===== src/hw/rtl/ise_pkg.sv =====
// Shared types and constants for the insertion sort engine.
// No dependencies; used by ise_cell, insertion_sort_engine_top and the testbench.
package ise_pkg;

  localparam int DATA_W = 32;

  typedef logic signed [DATA_W-1:0] data_t;

  typedef struct packed {
    logic  insert;
    logic  shift;
    data_t value;
  } cell_ctrl_t;

endpackage


===== src/hw/rtl/ise_cell.sv =====
// One cell of the sorting chain: holds one stored value.
// Depends on ise_pkg for data_t and cell_ctrl_t.
module ise_cell (
  input  logic               clk,
  input  ise_pkg::cell_ctrl_t ctrl,
  input  logic               occ,
  input  ise_pkg::data_t     left_data,
  input  logic               left_keep,
  input  ise_pkg::data_t     right_data,
  output ise_pkg::data_t     data,
  output logic               keep
);
  import ise_pkg::*;

  data_t data_next;

  assign keep = occ && (data <= ctrl.value);

  always_comb begin
    data_next = data;
    if (ctrl.shift) begin
      data_next = right_data;
    end else if (ctrl.insert && !keep) begin
      data_next = left_keep ? ctrl.value : left_data;
    end
  end

  always_ff @(posedge clk) begin
    data <= data_next;
  end

endmodule


===== src/hw/rtl/insertion_sort_engine_top.sv =====
// Top level of the insertion sort engine: a chain of ise_cell plus fill count
// and emission control. Depends on ise_pkg and ise_cell.
//
//   channel  | direction | payload
//   s_*      | in        | tdata[31:0] value, tlast end_of_set
//   m_*      | out       | tdata[31:0] sorted_value, tlast run_last, tuser[0] overflowed
//
// For each inserted item, all cells compare against the broadcast value
// at once and each keeps, takes the new value, or takes its left neighbor's.
// The item with tlast starts emission: one transfer per stored entry, up to
// DEPTH of them, shifting the chain toward cell 0; input is held off meanwhile.
// m_tready low stalls the chain. rst empties the store and clears overflow.
module insertion_sort_engine_top #(
  parameter int DEPTH = 32
) (
  input  logic        clk,
  input  logic        rst,
  input  logic        s_tvalid,
  output logic        s_tready,
  input  logic [31:0] s_tdata,   // [31:0] value
  input  logic        s_tlast,
  output logic        m_tvalid,
  input  logic        m_tready,
  output logic [31:0] m_tdata,   // [31:0] sorted_value
  output logic        m_tlast,
  output logic [0:0]  m_tuser    // [0] overflowed
);
  import ise_pkg::*;

  localparam int CNT_W = $clog2(DEPTH + 1);

  logic [CNT_W-1:0] count;
  logic [CNT_W-1:0] count_next;
  logic             emitting;
  logic             emitting_next;
  logic             overflow;
  logic             overflow_next;

  logic             in_xfer;
  logic             out_xfer;
  logic             full;
  cell_ctrl_t       ctrl;

  data_t            cell_data [DEPTH];
  logic             cell_keep [DEPTH];

  assign s_tready = !emitting;
  assign in_xfer  = s_tvalid && s_tready;
  assign out_xfer = m_tvalid && m_tready;
  assign full     = (count == CNT_W'(DEPTH));

  assign ctrl.insert = in_xfer && !full;
  assign ctrl.shift  = out_xfer;
  assign ctrl.value  = data_t'(s_tdata);

  genvar i;
  generate
    for (i = 0; i < DEPTH; i++) begin : g_cell
      logic  occ;
      logic  lkeep;
      data_t ldata;
      data_t rdata;

      assign occ = (CNT_W'(i) < count);

      if (i == 0) begin : g_first
        assign lkeep = 1'b1;
        assign ldata = ctrl.value;
      end else begin : g_mid
        assign lkeep = cell_keep[i-1];
        assign ldata = cell_data[i-1];
      end

      if (i == DEPTH - 1) begin : g_last
        assign rdata = cell_data[i];
      end else begin : g_inner
        assign rdata = cell_data[i+1];
      end

      ise_cell u_cell (
        .clk        (clk),
        .ctrl       (ctrl),
        .occ        (occ),
        .left_data  (ldata),
        .left_keep  (lkeep),
        .right_data (rdata),
        .data       (cell_data[i]),
        .keep       (cell_keep[i])
      );
    end
  endgenerate

  always_comb begin
    count_next    = count;
    emitting_next = emitting;
    overflow_next = overflow;
    if (ctrl.insert) begin
      count_next = count + CNT_W'(1);
    end
    if (in_xfer && full) begin
      overflow_next = 1'b1;
    end
    if (in_xfer && s_tlast) begin
      emitting_next = 1'b1;
    end
    if (out_xfer) begin
      count_next = count - CNT_W'(1);
      if (m_tlast) begin
        emitting_next = 1'b0;
        overflow_next = 1'b0;
      end
    end
  end

  always_ff @(posedge clk) begin
    if (rst) begin
      count    <= '0;
      emitting <= 1'b0;
      overflow <= 1'b0;
    end else begin
      count    <= count_next;
      emitting <= emitting_next;
      overflow <= overflow_next;
    end
  end

  assign m_tvalid   = emitting;
  assign m_tdata    = cell_data[0];
  assign m_tlast    = (count == CNT_W'(1));
  assign m_tuser[0] = overflow;

`ifndef SYNTHESIS
  a_emit_nonempty: assert property (@(posedge clk) disable iff (rst)
    emitting |-> (count != '0))
    else $error("emission with empty store");

  a_count_bound: assert property (@(posedge clk) disable iff (rst)
    count <= CNT_W'(DEPTH))
    else $error("fill count beyond depth");

  a_run_clears: assert property (@(posedge clk) disable iff (rst)
    (m_tvalid && m_tready && m_tlast) |=> (count == '0 && !overflow && !emitting))
    else $error("store not emptied after run");

  if (DEPTH > 1) begin : g_order_chk
    a_head_order: assert property (@(posedge clk) disable iff (rst)
      (emitting && count > CNT_W'(1)) |-> (cell_data[0] <= cell_data[1]))
      else $error("chain head out of order");
  end
`endif

endmodule


===== config.mk =====
export PLATFORM = sky130hd
export DESIGN_NAME = insertion_sort_engine_top
export DESIGN_NICKNAME = d
export VERILOG_FILES = /design/src/hw/rtl/ise_pkg.sv /design/src/hw/rtl/ise_cell.sv /design/src/hw/rtl/insertion_sort_engine_top.sv
export SDC_FILE = /design/constraint.sdc
export NUM_CORES = 2
export LEC_CHECK = 0
export BUFFER_PORTS_ARGS = -buffer_cell sky130_fd_sc_hd__buf_2
export CAP_MARGIN = 20
export CORE_MARGIN = 2
export CORE_UTILIZATION = 30
export CTS_CLUSTER_DIAMETER = 50
export CTS_CLUSTER_SIZE = 28
export DETAILED_ROUTE_END_ITERATION = 6
export PLACE_DENSITY_LB_ADDON = 0.3
export SLEW_MARGIN = 20
export SYNTH_ARGS = -nofsm -noshare
export SYNTH_HDL_FRONTEND = slang
export SYNTH_SLANG_ARGS = --single-unit

===== constraint.sdc =====
create_clock -name clk -period 9.1 [get_ports clk]
set_clock_uncertainty 0.05 [all_clocks]
set_input_delay 1.82 -clock clk [delete_from_list [all_inputs] [get_ports clk]]
set_output_delay 1.82 -clock clk [all_outputs]
set_load 0.01 [all_outputs]

==> results.json <==
{
  "initial_core_util": 0.302,
  "crit-reg2reg-launch": "count[1]$_SDFFE_PP0P_",
  "ctsResizeCount": 0,
  "htree_levels": 4,
  "seq_area_frac_synth": 0.391,
  "hp-start": "m_tuser$_SDFF_PP0_",
  "grt_overflow": 0,
  "start_kind": "primary input",
  "drcViolationCount": 1,
  "synth.distinct_cells": 70,
  "cts_tree": "yes",
  "hold_violations": 0,
  "post_cts_buffers": 0,
  "tns_ns": 0,
  "path_class": "in2reg",
  "clockBufferDepth": 3,
  "timing.reg2reg.setup_slack_ns": 4.19,
  "pwr-share-clk": 0.324,
  "end_kind": "register",
  "synth-seq-cells": 1032,
  "placed_cells": 11726,
  "yosysWarnings": 0,
  "status": "finished with violations",
  "synth_nets": 9685,
  "internal-power_mw": 12.8,
  "crit_buf_inv": 6,
  "ir_drop_mv": 0.220,
  "synthCells": 8621,
  "seqPwrFrac": 0.386,
  "final_layout_size_suffix_gt1_frac": 0.0974,
  "whs_endpoint": "m_tuser$_SDFF_PP0_",
  "synth_edf_count": 1024,
  "hold_depth": 2,
  "wirelength_mm": 392,
  "dieHeight_um": 518,
  "drv_slew": 0,
  "yosys.area.top_type": "edfxtp_1",
  "setup_slack_ns": 3.07,
  "rsz0062_at_grt": "false",
  "worst_path_dominant_cell_family": "buffers and inverters",
  "dp_hpwl_mm": 275,
  "yosysMostFrequentCell": "ha_1",
  "dr.first_iter.drc_count": 12465,
  "path_cells": "buf_2 -> inv_2 -> buf_4 -> ha_1 -> nand4_1 -> nor3_1 -> a221oi_1 -> o211ai_1 -> nor4bb_4 -> buf_4 -> or2_1 -> buf_4 -> o21ai_2 -> buf_4",
  "crit_required_ns": 9.58,
  "timing.rr.end": "g_cell[24].u_cell.data[22]$_DFFE_PP_",
  "setup_violations": 0,
  "critPathSlowestCell": "inv_2",
  "violations": "design-rule violations",
  "cts_hold_buf": 0,
  "cpMostUsedCell": "buf_4",
  "area_growth_pct": 12.8,
  "p_leak_nw": 33.9,
  "grt_pass1_vias": 74653,
  "power_density_nw_per_um2": 234,
  "synth_area_leaders": "edfxtp_1 (39%), ha_1 (16%), a31oi_1 (6.9%)",
  "nets": 9443,
  "syn_area_um2": 79100,
  "num_vias": 79610,
  "drt-pass1-iter-count": 7,
  "coreArea_um2": 262000,
  "grt_pass1_wl_mm": 548,
  "synth_top_cell_area_share": 0.389,
  "vias_per_cell": 6.60,
  "max_slew_margin": 0.120,
  "avgSynthCellArea_um2": 9.18,
  "pre_cts_ws_ns": 2.23,
  "final_util": 0.340,
  "path_max_fanout": 33,
  "track_usage": 0.278,
  "wire_per_inst_um": 32.5,
  "routabilityCongestion": 0.996,
  "finalCritPeriodShare": 0.663,
  "clk_latency_ns": 0.84,
  "ant_nets": 0,
  "final_cells": 12065,
  "tightest_slew_ns": 1.32,
  "die_width_um": 518,
  "numPortBuffers": 72,
  "rows": 188,
  "critPathMaxStageDelay_ns": 0.65,
  "synthArstFlopShare": 0,
  "clock.fmax_mhz": 166,
  "synth-main-ff-cell": "edfxtp_1",
  "comb_power_share": 0.290,
  "min_path_type": "reg2reg",
  "netSwitchingPower_mw": 8.08,
  "io_pins": 73,
  "arrival_ns": 6.51,
  "numCtsBuffers": 166,
  "drv_cap": 0,
  "antenna_found_initial": 37,
  "grt_max_degree": 218,
  "switching_share": 0.387,
  "period_needed_ns": 6.03,
  "cts_root_buf": "clkbuf_16",
  "clk_pin_slew_ns": 0.06,
  "synth_common_cells": "ha_1 (1027), edfxtp_1 (1024), nor2_1 (926)",
  "finalPower_mw": 20.9,
  "clock-sinks": 1032,
  "ff2ff_path_depth": 11,
  "die-area_um2": 268000
}
==> power by group through the flow <==
stage / logic, mW / clock network [mW] / registers, mW
global placement: 5.58 / 0 / 8.04
finish: 6.05 / 6.76 / 8.05
floorplan: 3.95 / 0 / 7.25
global route: 6.54 / 6.97 / 8.04
detailed placement: 5.82 / 0 / 8.04
CTS: 5.84 / 6.78 / 7.95
==> state kept, by name (all words and copies together), names as in the netlist <==
register / count
m_tvalid: 1
m_tuser: 1
count: 6
g_cell.u_cell.data: 1024
==> final cells by class <==
cell class,instances,area (um2)
clock inverter,128,1440
tap,3515,4400
inverter,107,403
multi-input combinational,6726,45100
clock buffer,181,4320
fill,26673,173000
timing repair buffer,346,2600
sequential,1032,30900
antenna,30,75.1
==> kinds of logic after synthesis <==
family,Yosys count,share of synthesized area
multiplexers,32,0.00593
adder cells (fa/ha/maj),1027,0.162
AO/OA/AOI/OAI,2802,0.224
XOR/XNOR,4,0.000443
flip-flops,1032,0.391
buffers and inverters,863,0.0459
AND/OR/NAND/NOR,2861,0.171
==> how the worst max path moves through the flow <==
| stage | startpoint | to | slack [ns] | cells past startpoint |
|---|---|---|---|---|
| after floorplan | s_tdata[31] | g_cell[29].u_cell.data[0]$_DFFE_PP_ | 1.93 | 11 |
| after global placement | s_tdata[13] | g_cell[29].u_cell.data[25]$_DFFE_PP_ | 2.19 | 11 |
| after detailed placement | s_tdata[9] | g_cell[29].u_cell.data[25]$_DFFE_PP_ | 2.23 | 11 |
| after CTS | s_tdata[13] | g_cell[29].u_cell.data[31]$_DFFE_PP_ | 3.10 | 11 |
| after global routing | s_tdata[21] | g_cell[9].u_cell.data[5]$_DFFE_PP_ | 3.01 | 14 |
| final | s_tdata[21] | g_cell[9].u_cell.data[9]$_DFFE_PP_ | 3.07 | 14 |
==> worst min-delay path, stage by stage (launching register included) <==
cell      delay (ns)
dfxtp_1         0.31
nor2_1          0.10
a211oi_1        0.05
==> through the flow <==
stage / area [um2] / hold slack, ns
2_1_floorplan: 79100 / 0.470
3_3_place_gp: 83300 / 0.448
3_5_place_dp: 83400 / 0.462
4_1_cts: 89200 / 0.469
5_1_grt: 89200 / 0.495
6_report: 89300 / 0.459
==> cells in the final DEF (no fill, tap or decap), drive strengths merged, types with 57 or more instances in the layout <==
cell type | synthesis | layout
ha | 1027 | 1027
edfxtp | 1024 | 1024
nor2 | 926 | 926
a31oi | 869 | 869
o21ai | 645 | 645
nand3 | 644 | 644
nand4 | 558 | 558
nand2 | 484 | 484
a21oi | 443 | 443
buf | 100 | 346
o31ai | 295 | 295
clkbuf | 656 | 181
inv | 107 | 143
o211ai | 108 | 108
a221o | 96 | 96
a21o | 68 | 68
nor3 | 63 | 63
clkinv | 0 | 57
==> routing by layer <==
layer  track usage  vias to the layer above  part of all wire
met5             0                        -           0.00028
met2         0.402                     5748              0.42
met4         0.161                       16             0.066
li1              -                    33626                 -
met3        0.0904                     1306              0.13
met1         0.361                    38914              0.39
No activity file was read; power rests on OpenSTA's default activity.
